File: src/hw/rtl/tss_pkg.sv
// ----------------------------------------------------------------------------
// tss_pkg
// Types and constants shared by the thermal supervisor sequencer.
// ----------------------------------------------------------------------------
package tss_pkg;

   localparam int unsigned POLL_PERIOD_DEF = 5;

   localparam logic [1:0]  LEVEL_MAX  = 2'd3;
   localparam logic [2:0]  FAIL_LIMIT = 3'd5;

   localparam logic [15:0] TEMP_RESET      = 16'd240;
   localparam logic [15:0] WARN_HIGH_RESET = 16'd750;
   localparam logic [15:0] WARN_LOW_RESET  = 16'd230;
   localparam logic [15:0] OVERHEAT_RESET  = 16'd500;

   localparam logic [7:0]  RELAY_HEAT = 8'h10;
   localparam logic [7:0]  RELAY_COOL = 8'h04;

   typedef enum logic [2:0] {
      ACT_TICK      = 3'd0,
      ACT_SET_HEAT  = 3'd1,
      ACT_SET_COOL  = 3'd2,
      ACT_SAFE_ON   = 3'd3,
      ACT_SAFE_OFF  = 3'd4
   } action_type;

   typedef enum logic [1:0] {
      CSR_WARN_HIGH = 2'd0,
      CSR_WARN_LOW  = 2'd1,
      CSR_OVERHEAT  = 2'd2
   } csr_index_type;

   typedef struct packed {
      logic [2:0]  action;
      logic        reading_ok;
      logic [15:0] reading;
      logic [7:0]  level_value;
   } tss_req_type;

   typedef struct packed {
      logic        relay_write;
      logic [7:0]  relay_bits;
      logic        poll_done;
      logic [15:0] temperature_out;
      logic        warn_write;
      logic        warn_on;
      logic        breath_on;
      logic [2:0]  failure_count;
      logic [1:0]  heat_level_out;
      logic [1:0]  cool_level_out;
   } tss_rsp_type;

   typedef struct packed {
      logic        we;
      logic [1:0]  index;
      logic [15:0] wdata;
   } tss_csr_type;

endpackage

File: src/hw/rtl/tss_in_stage.sv
// ----------------------------------------------------------------------------
// tss_in_stage
// Input register: captures one request transfer and holds it until the
// core consumes it.
// ----------------------------------------------------------------------------
module tss_in_stage (
   input  logic                 clock,
   input  logic                 reset,
   input  logic                 req_valid,
   output logic                 req_ready,
   input  tss_pkg::tss_req_type req_data,
   input  logic                 fire,
   output logic                 item_valid,
   output tss_pkg::tss_req_type item
);

   logic                 valid_ff;
   logic                 valid_in;
   tss_pkg::tss_req_type data_ff;

   assign req_ready  = !valid_ff || fire;
   assign valid_in   = (req_valid && req_ready) || (valid_ff && !fire);
   assign item_valid = valid_ff;
   assign item       = data_ff;

   always_ff @(posedge clock) begin
      if (reset) begin
         valid_ff <= 1'b0;
      end else begin
         valid_ff <= valid_in;
      end
   end

   always_ff @(posedge clock) begin
      if (req_valid && req_ready) begin
         data_ff <= req_data;
      end
   end

endmodule

File: src/hw/rtl/tss_core.sv
// ----------------------------------------------------------------------------
// tss_core
// Supervisor state, configuration registers and the single-pass update
// that turns one item into one result.
// ----------------------------------------------------------------------------
module tss_core #(
   parameter int unsigned POLL_PERIOD = tss_pkg::POLL_PERIOD_DEF
) (
   input  logic                 clock,
   input  logic                 reset,
   input  tss_pkg::tss_csr_type csr,
   input  logic                 fire,
   input  tss_pkg::tss_req_type item,
   output tss_pkg::tss_rsp_type result
);

   localparam int unsigned PHASE_W = $clog2(POLL_PERIOD + 1);
   localparam logic [PHASE_W-1:0] PHASE_POLL  = PHASE_W'(POLL_PERIOD);
   localparam logic [PHASE_W-1:0] PHASE_RELAY = PHASE_W'(1);

   logic [15:0]        warn_high_ff, warn_low_ff, overheat_ff;
   logic [PHASE_W-1:0] phase_ff, phase_in;
   logic [15:0]        temp_ff, temp_in;
   logic [2:0]         fail_ff, fail_in;
   logic               blink_ff, blink_in;
   logic               warn_act_ff, warn_act_in;
   logic               breath_ff, breath_in;
   logic               latch_ff, latch_in;
   logic [1:0]         heat_ff, heat_in;
   logic [1:0]         cool_ff, cool_in;
   logic [1:0]         saved_heat_ff, saved_heat_in;
   logic [1:0]         saved_cool_ff, saved_cool_in;
   logic [7:0]         relay_ff, relay_in;

   logic [1:0]         level_clamped;
   logic [7:0]         relay_pattern;
   logic               latch_mid;

   always_ff @(posedge clock) begin
      if (reset) begin
         warn_high_ff <= tss_pkg::WARN_HIGH_RESET;
         warn_low_ff  <= tss_pkg::WARN_LOW_RESET;
         overheat_ff  <= tss_pkg::OVERHEAT_RESET;
      end else if (csr.we) begin
         unique case (csr.index)
            tss_pkg::CSR_WARN_HIGH: warn_high_ff <= csr.wdata;
            tss_pkg::CSR_WARN_LOW:  warn_low_ff  <= csr.wdata;
            tss_pkg::CSR_OVERHEAT:  overheat_ff  <= csr.wdata;
            default: ;
         endcase
      end
   end

   assign level_clamped = (item.level_value < 8'(tss_pkg::LEVEL_MAX)) ?
                          item.level_value[1:0] : tss_pkg::LEVEL_MAX;
   assign relay_pattern = ((heat_ff != 2'd0) ? tss_pkg::RELAY_HEAT : 8'h00) |
                          ((cool_ff != 2'd0) ? tss_pkg::RELAY_COOL : 8'h00);

   always_comb begin
      phase_in      = phase_ff;
      temp_in       = temp_ff;
      fail_in       = fail_ff;
      blink_in      = blink_ff;
      warn_act_in   = warn_act_ff;
      breath_in     = breath_ff;
      latch_in      = latch_ff;
      heat_in       = heat_ff;
      cool_in       = cool_ff;
      saved_heat_in = saved_heat_ff;
      saved_cool_in = saved_cool_ff;
      relay_in      = relay_ff;
      latch_mid     = latch_ff;

      result            = '0;

      unique case (item.action)
         tss_pkg::ACT_TICK: begin
            if (phase_ff == PHASE_POLL) begin
               phase_in         = '0;
               result.poll_done = 1'b1;
               if (item.reading_ok && item.reading != 16'd0) begin
                  temp_in = item.reading;
                  fail_in = 3'd0;
               end else if (fail_ff < tss_pkg::FAIL_LIMIT) begin
                  fail_in = fail_ff + 3'd1;
               end
               if (temp_in > warn_high_ff || temp_in < warn_low_ff) begin
                  result.warn_write = 1'b1;
                  result.warn_on    = blink_ff;
                  blink_in          = !blink_ff;
                  warn_act_in       = 1'b1;
               end else if (warn_act_ff) begin
                  result.warn_write = 1'b1;
                  warn_act_in       = 1'b0;
               end
               result.breath_on = breath_ff;
               breath_in        = !breath_ff;
               if (temp_in >= overheat_ff) begin
                  cool_in   = tss_pkg::LEVEL_MAX;
                  latch_mid = 1'b1;
               end
               latch_in = latch_mid;
               if (latch_mid && temp_in <= warn_high_ff) begin
                  latch_in = 1'b0;
                  cool_in  = 2'd0;
               end
            end else begin
               if (phase_ff == PHASE_RELAY && relay_pattern != relay_ff) begin
                  relay_in           = relay_pattern;
                  result.relay_write = 1'b1;
               end
               phase_in = phase_ff + PHASE_W'(1);
            end
         end
         tss_pkg::ACT_SET_HEAT: heat_in = level_clamped;
         tss_pkg::ACT_SET_COOL: cool_in = level_clamped;
         tss_pkg::ACT_SAFE_ON: begin
            saved_heat_in = heat_ff;
            saved_cool_in = cool_ff;
            heat_in       = 2'd0;
            cool_in       = 2'd0;
         end
         tss_pkg::ACT_SAFE_OFF: begin
            heat_in = saved_heat_ff;
            cool_in = saved_cool_ff;
         end
         default: ;
      endcase

      result.relay_bits      = relay_in;
      result.temperature_out = temp_in;
      result.failure_count   = fail_in;
      result.heat_level_out  = heat_in;
      result.cool_level_out  = cool_in;
   end

   always_ff @(posedge clock) begin
      if (reset) begin
         phase_ff      <= '0;
         temp_ff       <= tss_pkg::TEMP_RESET;
         fail_ff       <= 3'd0;
         blink_ff      <= 1'b1;
         warn_act_ff   <= 1'b0;
         breath_ff     <= 1'b1;
         latch_ff      <= 1'b0;
         heat_ff       <= 2'd0;
         cool_ff       <= 2'd0;
         saved_heat_ff <= 2'd0;
         saved_cool_ff <= 2'd0;
         relay_ff      <= 8'h00;
      end else if (fire) begin
         phase_ff      <= phase_in;
         temp_ff       <= temp_in;
         fail_ff       <= fail_in;
         blink_ff      <= blink_in;
         warn_act_ff   <= warn_act_in;
         breath_ff     <= breath_in;
         latch_ff      <= latch_in;
         heat_ff       <= heat_in;
         cool_ff       <= cool_in;
         saved_heat_ff <= saved_heat_in;
         saved_cool_ff <= saved_cool_in;
         relay_ff      <= relay_in;
      end
   end

endmodule

File: src/hw/rtl/tss_out_stage.sv
// ----------------------------------------------------------------------------
// tss_out_stage
// Result register: holds one result until the response transfer.
// ----------------------------------------------------------------------------
module tss_out_stage (
   input  logic                 clock,
   input  logic                 reset,
   input  logic                 fire,
   input  tss_pkg::tss_rsp_type result,
   output logic                 out_ready,
   output logic                 rsp_valid,
   input  logic                 rsp_ready,
   output tss_pkg::tss_rsp_type rsp_data
);

   logic                 valid_ff;
   logic                 valid_in;
   tss_pkg::tss_rsp_type data_ff;

   assign out_ready = !valid_ff || rsp_ready;
   assign valid_in  = fire || (valid_ff && !rsp_ready);
   assign rsp_valid = valid_ff;
   assign rsp_data  = data_ff;

   always_ff @(posedge clock) begin
      if (reset) begin
         valid_ff <= 1'b0;
      end else begin
         valid_ff <= valid_in;
      end
   end

   always_ff @(posedge clock) begin
      if (fire) begin
         data_ff <= result;
      end
   end

endmodule

File: src/hw/rtl/thermal_supervisor_sequencer.sv
// ----------------------------------------------------------------------------
// thermal_supervisor_sequencer
// Tick-driven thermal supervisor: relay updates, sensor polling, warning and
// over-temperature handling, one result per request.
// A request passes the input register, then the result register, before
// rsp_valid rises. Throughput: one item per cycle; a result held by a low
// rsp_ready stalls the input register.
// Reset returns all supervisor state to its reset values and loads the default thresholds.
// ----------------------------------------------------------------------------
module thermal_supervisor_sequencer #(
   parameter int unsigned POLL_PERIOD = tss_pkg::POLL_PERIOD_DEF
) (
   input  logic                 clock,
   input  logic                 reset,
   input  logic                 req_valid,
   output logic                 req_ready,
   input  tss_pkg::tss_req_type req_data,
   output logic                 rsp_valid,
   input  logic                 rsp_ready,
   output tss_pkg::tss_rsp_type rsp_data,
   input  logic                 csr_we,
   input  logic [1:0]           csr_index,
   input  logic [15:0]          csr_wdata
);

   logic                 item_valid;
   logic                 out_ready;
   logic                 fire;
   tss_pkg::tss_req_type item;
   tss_pkg::tss_rsp_type result;
   tss_pkg::tss_csr_type csr;

   assign fire      = item_valid && out_ready;
   assign csr.we    = csr_we;
   assign csr.index = csr_index;
   assign csr.wdata = csr_wdata;

   tss_in_stage u_in (
      .clock      (clock),
      .reset      (reset),
      .req_valid  (req_valid),
      .req_ready  (req_ready),
      .req_data   (req_data),
      .fire       (fire),
      .item_valid (item_valid),
      .item       (item)
   );

   tss_core #(
      .POLL_PERIOD (POLL_PERIOD)
   ) u_core (
      .clock  (clock),
      .reset  (reset),
      .csr    (csr),
      .fire   (fire),
      .item   (item),
      .result (result)
   );

   tss_out_stage u_out (
      .clock     (clock),
      .reset     (reset),
      .fire      (fire),
      .result    (result),
      .out_ready (out_ready),
      .rsp_valid (rsp_valid),
      .rsp_ready (rsp_ready),
      .rsp_data  (rsp_data)
   );

   a_fail_sat: assert property (@(posedge clock) disable iff (reset)
      rsp_valid |-> rsp_data.failure_count <= tss_pkg::FAIL_LIMIT)
      else $error("failure count above limit");

   a_warn_on_write: assert property (@(posedge clock) disable iff (reset)
      (rsp_valid && rsp_data.warn_on) |-> rsp_data.warn_write)
      else $error("warn value without warn write");

   a_relay_poll: assert property (@(posedge clock) disable iff (reset)
      rsp_valid |-> !(rsp_data.relay_write && rsp_data.poll_done))
      else $error("relay write and poll on the same item");

   a_item_held: assert property (@(posedge clock) disable iff (reset)
      (item_valid && !fire) |=> (item_valid && $stable(item)))
      else $error("stalled item lost");

endmodule

File: config.mk
export PLATFORM = sky130hd
export DESIGN_NAME = thermal_supervisor_sequencer
export DESIGN_NICKNAME = d
export VERILOG_FILES = /design/src/hw/rtl/tss_pkg.sv /design/src/hw/rtl/tss_in_stage.sv /design/src/hw/rtl/tss_core.sv /design/src/hw/rtl/tss_out_stage.sv /design/src/hw/rtl/thermal_supervisor_sequencer.sv
export SDC_FILE = /design/constraint.sdc
export NUM_CORES = 1
export LEC_CHECK = 0
export BUFFER_PORTS_ARGS = -buffer_cell sky130_fd_sc_hd__buf_4
export CAP_MARGIN = 20
export CORE_ASPECT_RATIO = 1.25
export CORE_MARGIN = 1.5
export CORE_UTILIZATION = 40
export DETAILED_ROUTE_END_ITERATION = 8
export GPL_TIMING_DRIVEN = 0
export SLEW_MARGIN = 25
export SYNTH_ARGS = -nofsm -noshare
export SYNTH_HDL_FRONTEND = slang
export SYNTH_SLANG_ARGS = --single-unit
File: constraint.sdc
create_clock -name clock -period 6.5 [get_ports clock]
set_input_delay 0.325 -clock clock [delete_from_list [all_inputs] [get_ports clock]]
set_output_delay 0.325 -clock clock [all_outputs]
set_load 0.02 [all_outputs]
### After elaboration in Yosys (flattened, before gate mapping)

Cells that the tools add are included.

* bitwise operators: 2
* muxes and demuxes: 30
* $add $sub $neg: 2
* magnitude comparators: 6
* equal/unequal tests: 9
* reduce and logical (&&, ||, !) cells: 33

Operators with widths (number)
* two-way mux 16 bit: 5
* two-way mux 8 bit: 3
* two-way mux 3 bit: 6
* greater-or-equal comparator 16 bit: 1
* > comparator 16 bit: 1
* <= comparator 16 bit: 1
* < comparator 16 bit: 1
* nonzero test 16 bit: 1
* AND reduction 2 bit: 6
* two-way mux 1 bit: 9
* < comparator 8 x 2 -> 1 bit, second input constant: 1
* two-way mux 2 bit: 4
* != test 8 bit: 1
* OR 8 bit: 1
* case mux 2 bit (4 select lines): 1
* logical AND 1 bit: 7
* adder 3 x 1 -> 3 bit, second input constant: 2
* equality test 3 x 1 -> 1 bit, second input constant: 2
* equality test 3 x 2 -> 1 bit, second input constant: 2
* equality test 3 bit, second input constant: 2
* zero test 1 bit: 6
* case mux 2 bit (3 select lines): 1
* AND reduction 3 bit: 2
* logical OR 1 bit: 5
* other kinds (10): 11

* bits of input ports: 51
* bits in registers: 156
* output and inout port bits: 38
* logic and storage cells: 113

### Depth between registers and ports, before layout

Gate-level depths: netlist of the first run.

* word-level depth: 13
* depth in mapped cells: 12
* depth with buffers taken out: 11

### Hierarchy

Synthesis of the first run repeated with hierarchy kept, for this count alone.

* cell total of the unflattened synthesis: 705
* area, all modules: 7194.4 sq um

Modules (own cells, without submodules)
* tss_core: sequential area each 1801.7 sq um, area each 5165.0 sq um, cells an instance 631, instances 1
* tss_out_stage: sequential area each 1101.1 sq um, area each 1127.3 sq um, cells an instance 40, instances 1
* tss_in_stage: sequential area each 860.8 sq um, area each 895.9 sq um, cells an instance 33, instances 1
* thermal_supervisor_sequencer: sequential area each 0.0 sq um, area each 6.3 sq um, cells an instance 1, instances 1

### Worst setup path after synthesis of the first run

Ideal clock, no wire load.

* path kind: register to register
* from: reg u_in.data_ff, in the netlist u_in.item[14]
* to: reg u_out.data_ff, in the netlist u_out.rsp_data[0] (data pin)
* clock period less this slack: 4.004 ns
* path slack: 2.496 ns
* data required time: 6.241 ns
* path buffers: 1
* arrival time: 3.745 ns
* setup time: 0.259 ns
* stages on the path, launching flop included: 12
* cells stage by stage: edfxtp_1 -> or4_1 -> o41ai_4 -> buf_4 -> mux2_2 -> ha_1 -> nand3_1 -> or4_1 -> or4_1 -> nand4_1 -> a31oi_1 -> a211o_1

RTL lines
* from (decl): RTL line tss_in_stage.sv:19 `tss_pkg::tss_req_type data_ff;`
* from (signal assigned): RTL line tss_in_stage.sv:36 `data_ff <= req_data;`
* to (signal assigned): RTL line tss_out_stage.sv:35 `data_ff <= result;`
* to (decl): RTL line tss_out_stage.sv:18 `tss_pkg::tss_rsp_type data_ff;`

### Final worst setup path of the first run

* from: reg u_in.data_ff, in the netlist u_in.item[14]
* to: reg u_core.cool_ff[1]

* cells in the longest elaborated chain, start to end: 13
* elaborated cells on any way between the ends: 15
* classes of those cells: order compare: 2; mux: 10; reduce/logical: 3

Ends and longest elaborated chain
* nonzero test 16 bit: RTL line tss_core.sv:81 `if (item.reading_ok && item.reading != 16'd0) begin`
* logical AND 1 bit: RTL line tss_core.sv:81
* two-way mux 16 bit *: RTL line tss_core.sv:81
* two-way mux 16 bit *: RTL line tss_core.sv:78 `if (phase_ff == PHASE_POLL) begin`
* two-way mux 16 bit *: RTL line tss_core.sv:76 `unique case (item.action)`
* greater-or-equal comparator 16 bit: RTL line tss_core.sv:98 `if (temp_in >= overheat_ff) begin`
* two-way mux 1 bit: RTL line tss_core.sv:98
* two-way mux 1 bit: RTL line tss_core.sv:78
* two-way mux 1 bit: RTL line tss_core.sv:76
* logical AND 1 bit: RTL line tss_core.sv:103 `if (latch_mid && temp_in <= warn_high_ff) begin`
* two-way mux 2 bit *: RTL line tss_core.sv:103
* two-way mux 2 bit *: RTL line tss_core.sv:78
* case mux 2 bit (4 select lines) *: RTL line tss_core.sv:76
* to (signal assigned): RTL line tss_core.sv:160 `cool_ff <= cool_in;`
* to (decl): RTL line tss_core.sv:30 `logic [1:0] cool_ff, cool_in;`

Every way passes the cells marked *; elsewhere a longest branch is shown, timed or not. The select of a mux whose other input is x is not followed.
A chain may end at the register's enable or synchronous reset.

==> metrics.csv, run 1 <==
stage,metric,value,unit
clock_network,CTS resizes,0,
timing,setup TNS,0,ns
critical_path,reg2reg end,u_core.cool_ff[1],
clock_network,clock latency on the worst-skew pair,0.43,ns
critical_path,critical path endpoint category,flip-flop,
min_path,Worst Hold Launch,req_data[7],
clock_network,Num CTS Buffers,17,
final_layout,ANT cells,0,
critical_path,crit path max fanout,10,
power_and_ir_drop,VDD IR max,0.000188,V
clock_network,CTS max path bufs,2,
routing,antenna-violating nets left,0,
floorplanning,I/O Pins,89,
critical_path,RR Startpoint,u_in.item[14],
clock_network,Clock Pin Slew Worst Setup and Hold Paths,0.06,ns
routing,first-pass iteration count of the detailed router,5,
routing,DRT iter0 DRCs,302,
global_route,global-route wire length before repair,28.8,mm
global_route,largest net degree at the start of global routing,34,
logic_synthesis,synthesized area per cell,10.0,sq um
logic_synthesis,main combinational cell family by area after synthesis,simple AND/OR/NAND/NOR gates,
logic_synthesis,compound-cell area share of the yosys netlist,11.8,%
floorplanning,starting density of the core,41.1,%
clock_network,cts-stage hold buffer count,0,
final_layout,final core utilization,49.8,%
clock_network,clk root buf,clkbuf_16,
routing,via count,5549,
global_route,vias in the first global route,5659,
placed_design,Post-DP Area,0.00820,sq mm
timing,# setup viols final,0,
logic_synthesis,Syn Nets,823,
min_path,hold path endpoint,u_in.item[7],
flow_run,Max-Cap Viols,0,
timing,relative slew slack,48.6,%
clock_network,clock sink count,156,
global_route,All-Layer GR Usage,20.2,%
timing,actual slew at the worst max-slew pin,0.768,ns
routing,routed len/inst,17.0,um
placed_design,Final GP Congestion,0.865,
routing,Residual DRC,0,
routing,DR vias/cell,5.20,
floorplanning,die height,154,um
logic_synthesis,Post-Syn Instances,724,
routing,final WL,18.2,mm
logic_synthesis,Main synth FF type,dfxtp_1,
power_and_ir_drop,PD cells,260,mW/mm^2
timing,clk_skew,0.00807,ns
final_layout,Final Instance Area,0.00878,sq mm
floorplanning,num rows,54,
critical_path,Setup CP Type,flip-flop to flip-flop,
logic_synthesis,Synth Area in Adders,8.29,%
critical_path,Setup crit start kind,flip-flop,
critical_path,WP data arrival,4.83,ns
logic_synthesis,Async SR Flop Fraction,0,%
critical_path,Worst Reg-to-Reg Cells,12,
logic_synthesis,Simple-Gate Fraction of Synth Area,16.6,%
final_layout,# nets final,930,
logic_synthesis,Post-synth EDFFs,64,
placed_design,placed cells,1036,
min_path,hold depth,1,
placed_design,IO Port Bufs,87,
min_path,min-delay worst type,input pin to flip-flop,
timing,min Tclk post-route,4.49,ns
clock_network,Max H-tree Level,4,
critical_path,Critical Path Start,u_in.item[14],
logic_synthesis,Syn Std Cell Area,0.00725,sq mm
timing,endpoints failing hold,0,
global_route,antenna violations before repair,0,
final_layout,synth-to-layout area growth,21.1,%
run_status,outcome,"finished, final reports clean",
floorplanning,Die X-Extent,123,um
logic_synthesis,sequential area share after synthesis,51.9,%
timing,Max Fclk,223,MHz
global_route,total congestion overflow,0,
logic_synthesis,Synth Warn #,0,
logic_synthesis,post-synthesis xor/xnor area fraction,0.483,%
clock_network,CTS tree,done,
logic_synthesis,post-synthesis cell type count,57,
floorplanning,core area,0.0176,sq mm
final_layout,share of layout cells above drive strength 1,16.8,%
critical_path,R2R Setup Slk,2.01,ns
placed_design,hpwl dp,13.8,mm
logic_synthesis,multiplexer share of the synthesized area,6.21,%
timing,period utilisation layout,69.0,%
final_layout,final instance count without filler cells,1068,
critical_path,Required @ worst endpoint,6.85,ns
timing,unrepaired setup endpoints after global routing,false,
timing,max-slew violation count,0,
floorplanning,DIE AREA,0.0189,sq mm
clock_network,"Setup Fix Bufs, Post-CTS",0,
timing,hold_ws,0.0688,ns
power_and_ir_drop,LEAKAGE,0.00359,uW
logic_synthesis,post-synthesis register bit count,156,
==> cells in the mapped netlist (2+ instances only) <==
cell type,n,share of area (%)
dfxtp_1,92,25
inv_1,56,2.9
xnor2_1,4,0.48
a21o_1,6,0.62
or4_1,7,0.73
a2111oi_0,2,0.24
nand2_1,100,5.2
mux2i_1,9,1.2
nand3_1,6,0.41
and2_1,12,1.0
ha_1,48,8.3
a211oi_1,4,0.41
a211o_1,21,2.5
o21a_1,4,0.41
nor2_1,71,3.7
nor3_1,18,1.2
a221oi_1,2,0.24
o221a_2,2,0.31
o21ai_1,3,0.21
o31ai_1,2,0.21
or3b_2,2,0.24
and3_1,3,0.26
or3_1,2,0.17
nand4_1,8,0.69
buf_1,2,0.10
nand3b_1,6,0.62
nor3b_1,2,0.21
nor2b_1,6,0.52
mux2_1,22,3.4
o21ai_0,9,0.62
nand2b_1,4,0.35
mux2_2,10,1.6
clkbuf_1,25,1.3
nor4_1,3,0.26
edfxtp_1,64,27
o211ai_1,2,0.21
a41oi_1,2,0.24
and3b_1,4,0.48
a21oi_1,61,4.2
==> cells in the final DEF, fill, tap and decap left out, drive strengths merged, types with 32 or more instances in the layout <==
| cell | count |
|---|---|
| nand2 | 100 |
| buf | 93 |
| dfxtp | 92 |
| nor2 | 72 |
| edfxtp | 64 |
| a21oi | 62 |
| inv | 60 |
| ha | 48 |
| clkbuf | 43 |
| mux2 | 32 |
==> stage by stage <==
step	total power [uW]	setup slack (ns)
floorplan	1230	2.50
global placement	1320	2.11
detailed placement	1330	2.05
CTS	2310	2.02
global route	2380	1.85
finish	2280	2.01
==> cell families (layout without fill, tap and decap cells) <==
logic type,count (synthesis),count (layout)
fa+ha+maj,48,48
flops,156,156
simple gates,258,258
buf+inv,88,208
xor+xnor,4,4
mux,41,41
compound gates,129,129
==> critical path: stages, from the launching register on <==
cell and delay (ns):
edfxtp_1 0.41, or4_1 0.62, o41ai_4 0.44, buf_6 0.22
mux2_1 0.43, ha_1 0.33, nand3_1 0.14, or4_1 0.52
or4_1 0.45, nand3_1 0.18, o2111ai_1 0.27, a21o_1 0.26
a41oi_1 0.14
==> where the power goes <==
part / leakage (uW) / switching, uW / internal (uW)
clock: 0.000274 / 407 / 565
combinational: 0.00196 / 139 / 95.3
sequential: 0.00136 / 17.4 / 1060
==> metal layers <==
layer  track usage (%)  wire (um)  up-vias
met5                 0          0        -
met4              6.73        334        0
met3              5.08        853       19
met2              35.5       9390      150
met1              23.7       7610     2625
li1                  -          -     2755
==> worst max path at each step <==
stage / to / slack [ns]
after floorplan: u_out.rsp_data[0] / 2.50
after detailed placement: u_core.cool_ff[1] / 2.05
after global placement: u_out.rsp_data[0] / 2.11
after CTS: u_core.cool_ff[1] / 2.02
final: u_core.cool_ff[1] / 2.01
after global routing: u_core.cool_ff[1] / 1.85
==> state kept, by name, indices dropped and copies added (netlist names), 2 cells and up <==
signal,count
u_core.cool_ff,2
u_core.fail_ff,3
u_core.heat_ff,2
u_core.overheat_ff,16
u_core.phase_ff,3
u_core.relay_ff,8
u_core.saved_cool_ff,2
u_core.saved_heat_ff,2
u_core.temp_ff,16
u_core.warn_high_ff,16
u_core.warn_low_ff,16
u_in.item,28
u_out.rsp_data,36
==> cell type report <==
cell class / instances / area [sq um]
sequential: 156 / 3760
multi-input combinational: 480 / 3140
clock buffer: 18 / 429
tap: 224 / 280
fill: 1606 / 8860
timing repair buffer: 88 / 673
clock inverter: 14 / 144
inverter: 58 / 218
buffer: 30 / 126
Power figures use the tool's default switching activity.
==> run 2: changes to the inputs <==
==> constraint.sdc (replaced) <==
create_clock -name clock -period 4.3 [get_ports clock]
set_input_delay 0.215 -clock clock [delete_from_list [all_inputs] [get_ports clock]]
set_output_delay 0.215 -clock clock [all_outputs]
set_load 0.02 [all_outputs]
==> run 2 against run 1 <==
Cell area rose by 6.5%. Combinational power rose by 74%. Routed wire length rose by 3.2%. Register-to-register slack got worse by 1.9 ns. Critical path type unchanged. Critical endpoint is now u_out.rsp_data[1].
==> metrics.csv, run 2 (synthesis gave the netlist of run 1 again) <==
stage,metric,value,unit,change
placed_design,hpwl dp,13.8,mm,unchanged
global_route,All-Layer GR Usage,20.6,%,+0.36 points
power_and_ir_drop,sequential share of power,46.3,%,-0.8 points
final_layout,most frequent cells in the layout,"100 x nand2_1, 95 x buf_4, 92 x dfxtp_1",,
timing,"Worst Setup Slack, final",0.0703,ns,-1.94 ns
final_layout,max FFs per register,36,,unchanged
critical_path,CP max stage delay,0.59,ns,-0.03 ns
critical_path,WP data arrival,4.41,ns,-0.42 ns
routing,DR vias/cell,5.16,,-0.69%
clock_network,clock sink count,156,,unchanged
floorplanning,Die X-Extent,123,um,unchanged
floorplanning,DIE AREA,0.0189,sq mm,unchanged
clock_network,clock latency on the worst-skew pair,0.43,ns,about the same
floorplanning,num rows,54,,unchanged
floorplanning,core area,0.0176,sq mm,unchanged
critical_path,CP max-delay cell,or4_4,,
timing,clk_skew,0.00892,ns,+0.000851 ns
clock_network,CTS tree,done,,
run_status,outcome,"finished, final reports clean",,
power_and_ir_drop,switching share of power,24.9,%,+0.18 points
clock_network,Max H-tree Level,4,,unchanged
critical_path,critical path endpoint category,flip-flop,,
final_layout,largest reg by FF count,u_out.rsp_data,,
final_layout,final core utilization,53.0,%,+3.2 points
timing,max-slew violation count,0,,unchanged
final_layout,synth-to-layout area growth,28.9,%,
routing,antenna-violating nets left,0,,unchanged
global_route,vias in the first global route,5823,,+2.9%
routing,routed len/inst,16.9,um,-0.99%
timing,# setup viols final,0,,unchanged
final_layout,# nets final,975,,+4.8%
timing,Max Fclk,236,MHz,+6.1%
placed_design,Final GP Congestion,0.865,,unchanged
placed_design,pre-CTS WS,-0.148,ns,-2.20 ns
timing,relative slew slack,45.8,%,-2.8 points
floorplanning,I/O Pins,89,,unchanged
power_and_ir_drop,combinational power share,11.6,%,+1.3 points
floorplanning,starting density of the core,41.1,%,unchanged
flow_run,Max-Cap Viols,0,,unchanged
critical_path,Setup crit start kind,flip-flop,,
timing,setup TNS,0,ns,unchanged
critical_path,crit path max fanout,6,,-4
final_layout,ANT cells,0,,unchanged
global_route,total congestion overflow,0,,unchanged
power_and_ir_drop,LEAKAGE,0.00384,uW,+6.8%
placed_design,IO Port Bufs,87,,unchanged
critical_path,Setup CP Type,flip-flop to flip-flop,,
power_and_ir_drop,internal power,2630,uW,+53%
power_and_ir_drop,clock share of power,42.1,%,-0.6 points
final_layout,share of layout cells above drive strength 1,19.0,%,+2.2 points
routing,via count,5743,,+3.5%
clock_network,Clock Pin Slew Worst Setup and Hold Paths,0.06,ns,about the same
critical_path,Required @ worst endpoint,4.48,ns,-2.37 ns
routing,final WL,18.8,mm,+3.2%
power_and_ir_drop,switching pwr,874,uW,+55%
clock_network,Num CTS Buffers,17,,unchanged
global_route,antenna violations before repair,0,,unchanged
timing,endpoints failing hold,0,,unchanged
clock_network,clk root buf,clkbuf_16,,
power_and_ir_drop,total power,3510,uW,+54%
routing,DRT iter0 DRCs,313,,+3.6%
timing,actual slew at the worst max-slew pin,0.809,ns,+0.0416 ns
routing,Residual DRC,0,,unchanged
clock_network,CTS max path bufs,2,,unchanged
routing,first-pass iteration count of the detailed router,5,,unchanged
timing,min Tclk post-route,4.23,ns,-0.256 ns
critical_path,worst-path cell chain,"or4_4, o41ai_4, buf_6, buf_4, mux2_4, ha_4, nand4_1, or4_1, or4_4, nand4_1, a31oi_2, a211o_1",,
min_path,min-delay worst type,input pin to flip-flop,,
power_and_ir_drop,VDD IR max,0.000286,V,+52%
floorplanning,die height,154,um,unchanged
timing,period utilisation layout,98.4,%,+29 points
global_route,global-route wire length before repair,29.4,mm,+2.1%
global_route,largest net degree at the start of global routing,34,,unchanged
timing,hold_ws,0.0144,ns,-0.0544 ns
power_and_ir_drop,PD cells,375,mW/mm^2,+44%
final_layout,"most common cell after layout, fill and taps aside",nand2_1,,
==> run 2: cell types whose count changed in the layout (fill, tap and decap cells not counted), moves of 4 or more <==
cell / change
mux2_1: -6
ha_4: +5
ha_1: -5
mux2_2: -4
mux2_4: +10
dlygate4sd3_1: +36
buf_4: +7
==> run 2: path summary, 6_finish.rpt <==
path,slack (ns),end,cells past startpoint,start
worst max-delay path,0.07,u_out.rsp_data[1],12,u_in.item[18]
worst min-delay path,0.01,u_in.item_valid,3,req_valid
worst max register to register,0.07,u_out.rsp_data[1],12,u_in.item[18]
worst min register to register,0.46,u_core.warn_low_ff[9],2,u_core.warn_low_ff[9]
==> run 2: critical path: cells and delay by family, from the launching register on <==
kind	cells	cell delay [ns]
simple gates	5	1.74
compound gates	3	0.91
flops	1	0.39
mux	1	0.34
buf+inv	2	0.30
fa+ha+maj	1	0.28
==> run 2: layout make-up <==
cell class                      count  area [sq um]
Fill cell                        1572          8290
Timing Repair Buffer              133          1100
Tap cell                          224           280
Inverter                           58           218
Buffer                             30           130
Multi-Input combinational cell    480          3280
Sequential cell                   156          3760
Clock buffer                       18           429
Clock inverter                     14           144
==> run 2: routing by layer <==
| layer | vias to the layer above | routed length [um] | GRT usage, % |
|---|---|---|---|
| li1 | 2851 | - | - |
| met1 | 2724 | 7920 | 24.1 |
| met2 | 143 | 9750 | 36.3 |
| met3 | 25 | 768 | 4.93 |
| met4 | 0 | 327 | 6.84 |
| met5 | - | 0 | 0 |
==> run 2: metrics by stage <==
step                      area [sq um]  cells
after detailed placement          8200   1036
after floorplan                   7250    724
after global routing              9350   1113
after global placement            8180   1035
after CTS                         9190   1109
final                             9350   1113
==> run 2: repair_timing <==
action	CTS	global route
endpoints found under the setup margin	6	6
cloned	0	0
gates resized for setup	6	24
pin swaps	2	5
setup buffers	5	4
endpoints found under the hold margin	42	0
hold buffers	36	0
==> run 2: power groups by stage <==
stage          Combinational [uW]  Clock, uW  Sequential, uW
5_1_grt                       452       1580            1630
6_report                      408       1480            1620
3_5_place_dp                  354          0            1650
2_1_floorplan                 195          0            1660
3_3_place_gp                  342          0            1650
4_1_cts                       389       1510            1620
